File: config.mk
export PLATFORM = sky130hd
export DESIGN_NAME = uct_child_select_core
export DESIGN_NICKNAME = d
export VERILOG_FILES = /design/src/hw/rtl/ucs_pkg.sv /design/src/hw/rtl/ucs_div.sv /design/src/hw/rtl/ucs_ln.sv /design/src/hw/rtl/ucs_sqrt.sv /design/src/hw/rtl/uct_child_select_core.sv
export VERILOG_INCLUDE_DIRS = /design/src /design/src/hw/rtl
export SDC_FILE = /design/constraint.sdc
export NUM_CORES = 2
export LEC_CHECK = 0
export BUFFER_PORTS_ARGS = -buffer_cell sky130_fd_sc_hd__buf_2
export CORE_UTILIZATION = 50
export CTS_BUF_LIST = sky130_fd_sc_hd__clkbuf_16
export DETAILED_ROUTE_END_ITERATION = 8
export PLACE_DENSITY_LB_ADDON = 0.08
export SYNTH_ARGS = -nofsm -noshare
export SYNTH_HDL_FRONTEND = slang
export SYNTH_SLANG_ARGS = --single-unit
File: constraint.sdc
create_clock -name clk_i -period 7.5 [get_ports clk_i]
set_input_delay 0.75 -clock clk_i [delete_from_list [all_inputs] [get_ports clk_i]]
set_output_delay 0.75 -clock clk_i [all_outputs]
set_load 0.005 [all_outputs]
File: src/hw/rtl/uct_child_select_core_defines.svh
// Assertion macros for the UCT child selection block.
// Included by the top level only; no other dependencies.
`ifndef UCT_CHILD_SELECT_CORE_DEFINES_SVH
`define UCT_CHILD_SELECT_CORE_DEFINES_SVH
`ifndef SYNTH
`define UCS_ASSERT_IMP(lbl, ante, cons) \
  lbl: assert property (@(posedge clk_i) disable iff (!rst_ni) (ante) |-> (cons)) \
    else $error("ucs assertion failed");
`define UCS_ASSERT_NEXT(lbl, ante, cons) \
  lbl: assert property (@(posedge clk_i) disable iff (!rst_ni) (ante) |=> (cons)) \
    else $error("ucs assertion failed");
`else
`define UCS_ASSERT_IMP(lbl, ante, cons)
`define UCS_ASSERT_NEXT(lbl, ante, cons)
`endif
`endif

File: src/hw/rtl/ucs_pkg.sv
// Shared types and constants of the UCT child selection block.
// No dependencies.
package ucs_pkg;

  localparam logic [15:0] WeightRst = 16'd5775;
  localparam logic [15:0] Ln2Q16    = 16'd45426;
  localparam logic [31:0] ScoreMax  = 32'h7FFF_FFFF;
  localparam logic [31:0] ScoreMin  = 32'h8000_0000;

  typedef enum logic [5:0] {
    S_IDLE  = 6'b000001,
    S_LN    = 6'b000010,
    S_RATIO = 6'b000100,
    S_SQRT  = 6'b001000,
    S_MUL   = 6'b010000,
    S_UPD   = 6'b100000
  } state_e;

endpackage

File: src/hw/rtl/ucs_div.sv
// Radix-2 restoring divider, one quotient bit per cycle.
// Divides a W-bit unsigned dividend by a 24-bit nonzero divisor. No dependencies.
module ucs_div #(
  parameter int unsigned W = 32
) (
  input  logic         clk_i,
  input  logic         rst_ni,
  input  logic         start_i,
  input  logic [W-1:0] dividend_i,
  input  logic [23:0]  divisor_i,
  output logic         busy_o,
  output logic [W-1:0] quot_o
);

  localparam int unsigned CntW = $clog2(W + 1);

  logic [W-1:0]    quo_q, quo_d;
  logic [23:0]     rem_q, rem_d;
  logic [23:0]     dvs_q;
  logic [CntW-1:0] cnt_q;
  logic            busy_q;
  logic [24:0]     rem_sh, diff;
  logic            ge;

  always_comb begin
    rem_sh = {rem_q, quo_q[W-1]};
    diff   = rem_sh - {1'b0, dvs_q};
    ge     = rem_sh >= {1'b0, dvs_q};
    rem_d  = ge ? diff[23:0] : rem_sh[23:0];
    quo_d  = {quo_q[W-2:0], ge};
  end

  always_ff @(posedge clk_i or negedge rst_ni) begin
    if (!rst_ni) begin
      busy_q <= 1'b0;
      cnt_q  <= '0;
    end else if (start_i) begin
      busy_q <= 1'b1;
      cnt_q  <= CntW'(W);
    end else if (busy_q) begin
      cnt_q <= cnt_q - 1'b1;
      if (cnt_q == CntW'(1)) begin
        busy_q <= 1'b0;
      end
    end
  end

  always_ff @(posedge clk_i) begin
    if (start_i) begin
      quo_q <= dividend_i;
      rem_q <= '0;
      dvs_q <= divisor_i;
    end else if (busy_q) begin
      quo_q <= quo_d;
      rem_q <= rem_d;
    end
  end

  assign busy_o = busy_q;
  assign quot_o = quo_q;

endmodule

File: src/hw/rtl/ucs_ln.sv
// Natural logarithm in Q5.16: one fraction bit of log2 per cycle by
// repeated squaring, then a scale by ln 2. Depends on ucs_pkg.
module ucs_ln
  import ucs_pkg::*;
(
  input  logic        clk_i,
  input  logic        rst_ni,
  input  logic        start_i,
  input  logic [23:0] parent_i,
  output logic        busy_o,
  output logic [20:0] ln_o
);

  logic [31:0] m_q;
  logic [4:0]  k_q;
  logic [15:0] frac_q;
  logic [4:0]  cnt_q;
  logic        busy_q;
  logic [20:0] ln_q;
  logic [23:0] p0;
  logic [4:0]  k_d;
  logic [63:0] prod;
  logic [32:0] sq;
  logic [36:0] ln_prod;

  always_comb begin
    p0  = (parent_i == '0) ? 24'd1 : parent_i;
    k_d = '0;
    for (int i = 0; i < 24; i++) begin
      if (p0[i]) begin
        k_d = 5'(i);
      end
    end
    prod    = 64'(m_q) * 64'(m_q);
    sq      = prod[63:31];
    ln_prod = 37'({k_q, frac_q}) * 37'(Ln2Q16);
  end

  always_ff @(posedge clk_i or negedge rst_ni) begin
    if (!rst_ni) begin
      busy_q <= 1'b0;
      cnt_q  <= '0;
    end else if (start_i) begin
      busy_q <= 1'b1;
      cnt_q  <= 5'd17;
    end else if (busy_q) begin
      cnt_q <= cnt_q - 1'b1;
      if (cnt_q == 5'd1) begin
        busy_q <= 1'b0;
      end
    end
  end

  always_ff @(posedge clk_i) begin
    if (start_i) begin
      m_q    <= 32'(p0) << (5'd31 - k_d);
      k_q    <= k_d;
      frac_q <= '0;
    end else if (busy_q) begin
      if (cnt_q > 5'd1) begin
        frac_q <= {frac_q[14:0], sq[32]};
        m_q    <= sq[32] ? sq[32:1] : sq[31:0];
      end else begin
        ln_q <= ln_prod[36:16];
      end
    end
  end

  assign busy_o = busy_q;
  assign ln_o   = ln_q;

endmodule

File: src/hw/rtl/ucs_sqrt.sv
// Integer square root, one root bit per cycle (two radicand bits per step).
// 38-bit radicand, 19-bit root. No dependencies.
module ucs_sqrt (
  input  logic        clk_i,
  input  logic        rst_ni,
  input  logic        start_i,
  input  logic [37:0] rad_i,
  output logic        busy_o,
  output logic [18:0] root_o
);

  logic [37:0] rad_q;
  logic [20:0] rem_q;
  logic [18:0] root_q;
  logic [4:0]  cnt_q;
  logic        busy_q;
  logic [22:0] rem_sh, trial, diff;
  logic        ge;

  always_comb begin
    rem_sh = {rem_q, rad_q[37:36]};
    trial  = {2'b00, root_q, 2'b01};
    diff   = rem_sh - trial;
    ge     = rem_sh >= trial;
  end

  always_ff @(posedge clk_i or negedge rst_ni) begin
    if (!rst_ni) begin
      busy_q <= 1'b0;
      cnt_q  <= '0;
    end else if (start_i) begin
      busy_q <= 1'b1;
      cnt_q  <= 5'd19;
    end else if (busy_q) begin
      cnt_q <= cnt_q - 1'b1;
      if (cnt_q == 5'd1) begin
        busy_q <= 1'b0;
      end
    end
  end

  always_ff @(posedge clk_i) begin
    if (start_i) begin
      rad_q  <= rad_i;
      rem_q  <= '0;
      root_q <= '0;
    end else if (busy_q) begin
      rad_q  <= {rad_q[35:0], 2'b00};
      rem_q  <= ge ? diff[20:0] : rem_sh[20:0];
      root_q <= {root_q[17:0], ge};
    end
  end

  assign busy_o = busy_q;
  assign root_o = root_q;

endmodule

File: src/hw/rtl/uct_child_select_core.sv
// UCB1 child selection for one search-tree node, Q16.16 fixed point.
// Usage:
//   The children of a node arrive as requests on the input channel (valid and
//   stall), one child per request, the final one marked by last_child_i.
//   Each visited child is scored as reward/visits + C*sqrt(ln(parent)/visits);
//   an unvisited child scores as infinity and the first maximum is kept.
//   After the final child one request leaves on the output channel with the
//   winning index, its score and the unvisited flag.
// Sequence:
//   For a visited child the log unit, the ratio divider and the square root
//   run in series with handoff, multiply and update steps around them, while
//   the mean divider runs beside them; the next child is accepted only after
//   the update step. A skipped child (unvisited, past the child limit, or after
//   an unvisited winner) goes from acceptance straight to the update step.
// Reset clears the running best, the child count and the output valid flag, and
// sets the exploration weight to 1.41 in Q4.12. Write the weight register through
// cfg_we_i only while the block is idle; the block itself does not enforce this.
// A stalled output holds its request; the block still takes the next children
// and waits only if another node result is ready before the slot frees.
// Depends on ucs_pkg, ucs_div, ucs_ln, ucs_sqrt and the defines header.
`include "uct_child_select_core_defines.svh"

module uct_child_select_core
  import ucs_pkg::*;
#(
  parameter int unsigned MAX_CHILDREN = 256
) (
  input  logic               clk_i,
  input  logic               rst_ni,
  input  logic               cfg_we_i,
  input  logic [15:0]        cfg_wdata_i,
  input  logic               in_valid_i,
  output logic               in_stall_o,
  input  logic signed [31:0] child_reward_i,
  input  logic [23:0]        child_visits_i,
  input  logic [23:0]        parent_visits_i,
  input  logic               last_child_i,
  output logic               out_valid_o,
  input  logic               out_stall_i,
  output logic [7:0]         best_index_o,
  output logic signed [31:0] best_score_o,
  output logic               best_unvisited_o
);

  localparam int unsigned CntW = $clog2(MAX_CHILDREN + 1);

  state_e state_q, state_d;

  logic [15:0]     weight_q;
  logic [CntW-1:0] cnt_q;
  logic [31:0]     best_q;
  logic [7:0]      idx_q;
  logic            inf_q;

  // Per-child context captured at acceptance; explore_q is set in the multiply step.
  logic        last_q, unv_q, full_q, sign_q;
  logic [23:0] visits_q;
  logic [22:0] explore_q;

  logic        out_valid_q;
  logic [7:0]  out_idx_q;
  logic [31:0] out_score_q;
  logic        out_inf_q;

  logic        accept, full_now, unv_now, skip_now;
  logic        mdiv_busy, rdiv_busy, ln_busy, sqrt_busy;
  logic [31:0] mean_quot, reward_mag;
  logic [20:0] ln_val, ratio;
  logic [18:0] root;
  logic        ln_start, rdiv_start, sqrt_start;
  logic [34:0] explore_prod;
  logic [32:0] mean;
  logic [33:0] sum;
  logic [31:0] score;
  logic        beat, take_inf, upd_go;
  logic        out_free;

  assign in_stall_o = (state_q != S_IDLE);
  assign accept     = in_valid_i && !in_stall_o;
  assign full_now   = (cnt_q == CntW'(MAX_CHILDREN));
  assign unv_now    = (child_visits_i == '0);
  assign skip_now   = full_now || unv_now || inf_q;
  assign ln_start   = accept && !skip_now;
  assign reward_mag = child_reward_i[31] ? (32'd0 - 32'(child_reward_i))
                                         : 32'(child_reward_i);

  ucs_div #(.W(32)) u_mean_div (
    .clk_i      (clk_i),
    .rst_ni     (rst_ni),
    .start_i    (ln_start),
    .dividend_i (reward_mag),
    .divisor_i  (child_visits_i),
    .busy_o     (mdiv_busy),
    .quot_o     (mean_quot)
  );

  ucs_ln u_ln (
    .clk_i    (clk_i),
    .rst_ni   (rst_ni),
    .start_i  (ln_start),
    .parent_i (parent_visits_i),
    .busy_o   (ln_busy),
    .ln_o     (ln_val)
  );

  assign rdiv_start = (state_q == S_LN) && !ln_busy;

  ucs_div #(.W(21)) u_ratio_div (
    .clk_i      (clk_i),
    .rst_ni     (rst_ni),
    .start_i    (rdiv_start),
    .dividend_i (ln_val),
    .divisor_i  (visits_q),
    .busy_o     (rdiv_busy),
    .quot_o     (ratio)
  );

  assign sqrt_start = (state_q == S_RATIO) && !rdiv_busy;

  ucs_sqrt u_sqrt (
    .clk_i   (clk_i),
    .rst_ni  (rst_ni),
    .start_i (sqrt_start),
    .rad_i   ({1'b0, ratio, 16'd0}),
    .busy_o  (sqrt_busy),
    .root_o  (root)
  );

  // Score assembly: signed mean plus the nonnegative exploration term,
  // saturated at the largest positive value.
  always_comb begin
    explore_prod = 35'(weight_q) * 35'(root);
    mean  = sign_q ? (33'd0 - {1'b0, mean_quot}) : {1'b0, mean_quot};
    sum   = {mean[32], mean} + {11'd0, explore_q};
    score = (!sum[33] && (sum[32:31] != 2'b00)) ? ScoreMax : sum[31:0];
    take_inf = !full_q && unv_q && !inf_q;
    beat     = !full_q && !unv_q && !inf_q && ($signed(score) > $signed(best_q));
  end

  assign out_free = !out_valid_q || !out_stall_i;
  assign upd_go   = (state_q == S_UPD) && (!last_q || out_free);

  always_comb begin
    state_d = state_q;
    case (state_q)
      S_IDLE: begin
        if (accept) begin
          state_d = skip_now ? S_UPD : S_LN;
        end
      end
      S_LN: begin
        if (!ln_busy) begin
          state_d = S_RATIO;
        end
      end
      S_RATIO: begin
        if (!rdiv_busy) begin
          state_d = S_SQRT;
        end
      end
      S_SQRT: begin
        if (!sqrt_busy && !mdiv_busy) begin
          state_d = S_MUL;
        end
      end
      S_MUL: begin
        state_d = S_UPD;
      end
      S_UPD: begin
        if (upd_go) begin
          state_d = S_IDLE;
        end
      end
      default: begin
        state_d = S_IDLE;
      end
    endcase
  end

  always_ff @(posedge clk_i or negedge rst_ni) begin
    if (!rst_ni) begin
      state_q     <= S_IDLE;
      weight_q    <= WeightRst;
      cnt_q       <= '0;
      best_q      <= ScoreMin;
      idx_q       <= '0;
      inf_q       <= 1'b0;
      out_valid_q <= 1'b0;
    end else begin
      state_q <= state_d;
      if (cfg_we_i) begin
        weight_q <= cfg_wdata_i;
      end
      if (out_valid_q && !out_stall_i) begin
        out_valid_q <= 1'b0;
      end
      if (upd_go) begin
        if (last_q) begin
          // The node ends here: publish including this child, then clear.
          out_valid_q <= 1'b1;
          cnt_q       <= '0;
          best_q      <= ScoreMin;
          idx_q       <= '0;
          inf_q       <= 1'b0;
        end else begin
          if (!full_q) begin
            cnt_q <= cnt_q + 1'b1;
          end
          if (take_inf) begin
            inf_q  <= 1'b1;
            best_q <= ScoreMax;
            idx_q  <= 8'(cnt_q);
          end else if (beat) begin
            best_q <= score;
            idx_q  <= 8'(cnt_q);
          end
        end
      end
    end
  end

  always_ff @(posedge clk_i) begin
    if (accept) begin
      last_q   <= last_child_i;
      unv_q    <= unv_now;
      full_q   <= full_now;
      sign_q   <= child_reward_i[31];
      visits_q <= child_visits_i;
    end
    if (state_q == S_MUL) begin
      explore_q <= explore_prod[34:12];
    end
    if (upd_go && last_q) begin
      if (take_inf) begin
        out_idx_q   <= 8'(cnt_q);
        out_score_q <= ScoreMax;
        out_inf_q   <= 1'b1;
      end else if (beat) begin
        out_idx_q   <= 8'(cnt_q);
        out_score_q <= score;
        out_inf_q   <= inf_q;
      end else begin
        out_idx_q   <= idx_q;
        out_score_q <= best_q;
        out_inf_q   <= inf_q;
      end
    end
  end

  assign out_valid_o      = out_valid_q;
  assign best_index_o     = out_idx_q;
  assign best_score_o     = out_score_q;
  assign best_unvisited_o = out_inf_q;

  // A new result appears only out of the update step of a final child.
  `UCS_ASSERT_IMP(a_result_source, $rose(out_valid_q), $past(state_q == S_UPD && last_q))
  // Closing a node leaves the running state cleared for the next one.
  `UCS_ASSERT_NEXT(a_node_clear, upd_go && last_q, cnt_q == '0 && !inf_q)
  // An unvisited winner always carries the saturated score.
  `UCS_ASSERT_IMP(a_inf_score, inf_q, best_q == ScoreMax)

endmodule
==> metrics.yaml <==
status:
  outcome: "finished, violations left"
  violations: "setup timing"
grt:
  gr-total-overflow: 0
  antenna_found_initial: 11
  grt_usage: 0.2636
  grt_max_degree: 78
  first_global_vias: 53580
  grt_pass1_wl_um: 293300
yosys:
  ys_warn_count: 0
  postSynth.asyncResetShare: 0.2063
  avgSynthCellArea_um2: 9.383
  netlist_instances: 7409
  synth_edf_count: 272
  yosysUniqueCellTypes: 88
  seq_area_frac_synth: 0.1832
  synthesis.area_mm2: 0.06952
  ys_seq_elements: 475
  synth_fp_nets: 9316
  synth_top_flop_cell: "edfxtp_1"
sta:
  postLayoutSetupSlackWorst_ns: -0.6574
  drv_slew: 0
  tightestPinTransition_ns: 1.215
  hold_violations: 0
  setup_viol: 33
  fin_skew_ns: 0.03434
  timing.fmax_ghz: 0.1226
  rsz0062_at_grt: "true"
  holdWs_ns: 0.08113
  fin_crit_ns: 8.157
  slew_headroom: 0.1880
  fin_setup_tns_ns: -18.44
  fin_crit_sh: 1.088
die:
  die_w_um: 374.9
  dieArea_mm2: 0.1405
  fp.dieH_um: 374.9
  core_area_mm2: 0.1377
  rows: 136
  pin_count: 145
  start_util: 0.5050
route:
  drt_iter0_markers: 3178
  vias: 51140
  first_pass_iters: 5
  routed_wl_um: 180200
  ant_nets: 0
  wl_per_cell_um: 18.47
  drt-vias-per-instance: 5.242
  drc: 0
cts:
  cts-buffers-inserted: 53
  cts_sinks: 475
  cts.htree.levels: 2
  cts_max_path_buffers: 3
  clkTransAtPathRegs_ns: 0.07
  cts-hold-fix-buffers: 0
  cts_tree: "yes"
  cts_root_buf: "clkbuf_16"
  clock_latency_ns: 0.66
final_layout:
  nFillCells: 12190
  num-nets-final: 9820
  stdcell_area_mm2: 0.07923
  seqCellArea_mm2: 0.01274
  drive_gt1_frac: 0.1385
  multi_input_area_mm2: 0.05044
  syn_to_final_growth_pct: 13.97
place:
  post_dp_cell_area_mm2: 0.07617
  hpwl_um: 147800
  io_buffers: 144
  gp_congestion: 0.9145
setup_path:
  crit_path_end_kind: "flip-flop"
  crit_top_cell: "fa_1"
  arrival_ns: 8.65
  critical-path-slowest-cell: "fa_1"
  startpoint_type: "flip-flop"
  slowest_delay_ns: 0.57
  cp_max_fo: 7
  cp.required_ns: 7.99
  worstSetupPathType: "flip-flop to flip-flop"
min_path:
  hp-class: "input pin to asynchronous set/reset pin"
flow_run:
  max-cap-violations: 0
-- timing repair --
item                       in CTS  in global routing
gates cloned                    3                  1
setup endpoints to repair      33                113
setup buffers                  32                  5
pin swaps                      57                 42
gates resized for setup       131                 62
-- worst max-delay path: cells and delay by family (launching register included) --
family / cells / cell delay [ns]
AOI/OAI and AO/OA: 6 / 1.49
xor gates and xnor gates: 1 / 0.22
adders and majority gates: 9 / 4.06
buffers and inverters: 6 / 0.72
DFF: 1 / 0.42
muxes: 1 / 0.34
and+or+nand+nor: 4 / 0.73
-- cell usage after synthesis, types with 13 or more instances --
| master | instances | share of area |
|---|---|---|
| nor2_1 | 333 | 0.018 |
| nor3_1 | 57 | 0.0041 |
| xor2_1 | 116 | 0.015 |
| a211oi_1 | 57 | 0.0062 |
| o31ai_1 | 26 | 0.0028 |
| o211ai_1 | 19 | 0.0021 |
| mux2i_1 | 92 | 0.013 |
| o41ai_1 | 17 | 0.0021 |
| o211a_1 | 17 | 0.0024 |
| fa_1 | 1132 | 0.33 |
| a31o_2 | 14 | 0.0018 |
| or2_2 | 13 | 0.0012 |
| and2_1 | 349 | 0.031 |
| nor4_1 | 19 | 0.0017 |
| or3_1 | 24 | 0.0022 |
| and3_1 | 24 | 0.0022 |
| o21bai_1 | 29 | 0.0031 |
| clkbuf_1 | 277 | 0.015 |
| edfxtp_1 | 272 | 0.12 |
| mux2_2 | 32 | 0.0052 |
| a31oi_1 | 36 | 0.0032 |
| nand4_1 | 35 | 0.0031 |
| ha_1 | 673 | 0.12 |
| o21a_1 | 23 | 0.0025 |
| nand2_1 | 841 | 0.045 |
| inv_1 | 1617 | 0.087 |
| nand3_1 | 51 | 0.0037 |
| xnor2_1 | 163 | 0.021 |
| dfrtp_1 | 88 | 0.032 |
| a21oi_1 | 307 | 0.022 |
| dfxtp_1 | 105 | 0.030 |
| buf_1 | 17 | 0.00092 |
| nand2b_1 | 32 | 0.0029 |
| nor2b_1 | 41 | 0.0037 |
| o21ai_0 | 199 | 0.014 |
| a21o_1 | 75 | 0.0081 |
-- cell families after synthesis --
| kind of cell | share of synthesized area |
|---|---|
| DFF | 0.1832 |
| xor gates and xnor gates | 0.03515 |
| and+or+nand+nor | 0.1269 |
| muxes | 0.01843 |
| adders and majority gates | 0.4471 |
| AOI/OAI and AO/OA | 0.08470 |
| buffers and inverters | 0.1044 |
-- final timing paths --
check	from	end	slack, ns	cells past startpoint
min in group clk_i	cfg_wdata_i[14]	weight_q[14]	0.32	2
worst min-delay path	rst_ni	weight_q[8]	0.08	1
worst max register to register	u_ln.m_q[16]	u_ln.m_q[27]	-0.66	27
worst max-delay path	u_ln.m_q[16]	u_ln.m_q[27]	-0.66	27
worst min register to register	visits_q[12]	u_ratio_div.dvs_q[12]	0.42	0
max in group asynchronous	rst_ni	idx_q[4]	6.00	2
-- layout make-up --
cell class,count,area share
tap,1794,0.02833
clock inverter,46,0.006080
sequential,475,0.1608
multi-input combinational,5010,0.6366
timing repair buffer,754,0.07418
clock buffer,54,0.01706
inverter,1619,0.07678
antenna,5,0.0001579
-- cells in the final DEF (no fill, tap or decap), drive strengths merged, types with 32 or more instances in the layout --
cell type	n
a31oi	36
fa	1132
nor3	59
a211oi	57
buf	752
nand2b	32
xor2	116
nor2b	41
a21oi	307
a21o	75
mux2i	92
dfrtp	88
nor2	334
edfxtp	272
o21ai	204
ha	673
mux2	32
inv	1630
xnor2	163
and2	350
nand3	51
nand2	842
clkbuf	54
nand4	36
dfxtp	105
-- flip-flops by register name, indices dropped and copies added, names as in the netlist, 8 cells and up --
| signal | flops |
|---|---|
| u_ratio_div.dvs_q | 24 |
| u_mean_div.quot_o | 32 |
| u_mean_div.rem_q | 24 |
| u_ln.ln_o | 21 |
| u_sqrt.rad_q | 22 |
| cnt_q | 9 |
| best_score_o | 32 |
| best_q | 32 |
| best_index_o | 8 |
| u_sqrt.root_o | 19 |
| u_ln.frac_q | 16 |
| u_ratio_div.rem_q | 24 |
| u_ln.m_q | 32 |
| idx_q | 8 |
| visits_q | 24 |
| u_ratio_div.quot_o | 21 |
| weight_q | 16 |
| u_sqrt.rem_q | 21 |
| explore_q | 23 |
| u_mean_div.dvs_q | 24 |
-- per-layer routing --
| metal | vias up | wire [µm] | global-route usage |
|---|---|---|---|
| li1 | 24230 | - | - |
| met1 | 25640 | 85510 | 0.3909 |
| met2 | 1100 | 81920 | 0.4187 |
| met3 | 173 | 9501 | 0.02917 |
| met4 | 2 | 3299 | 0.05065 |
| met5 | - | 12 | 0 |
-- per-stage QoR --
step | instances | util | setup WS [ns]
6_report | 9757 | 0.5755 | -0.6574
4_1_cts | 9747 | 0.5731 | -0.5999
2_1_floorplan | 7409 | - | -0.1683
3_3_place_gp | 9612 | 0.5533 | -1.047
3_5_place_dp | 9612 | 0.5533 | -1.198
5_1_grt | 9752 | 0.5754 | -0.8972
Power is not shown: default switching activity piles up to over one toggle a cycle in this logic, so the estimate is an artifact.
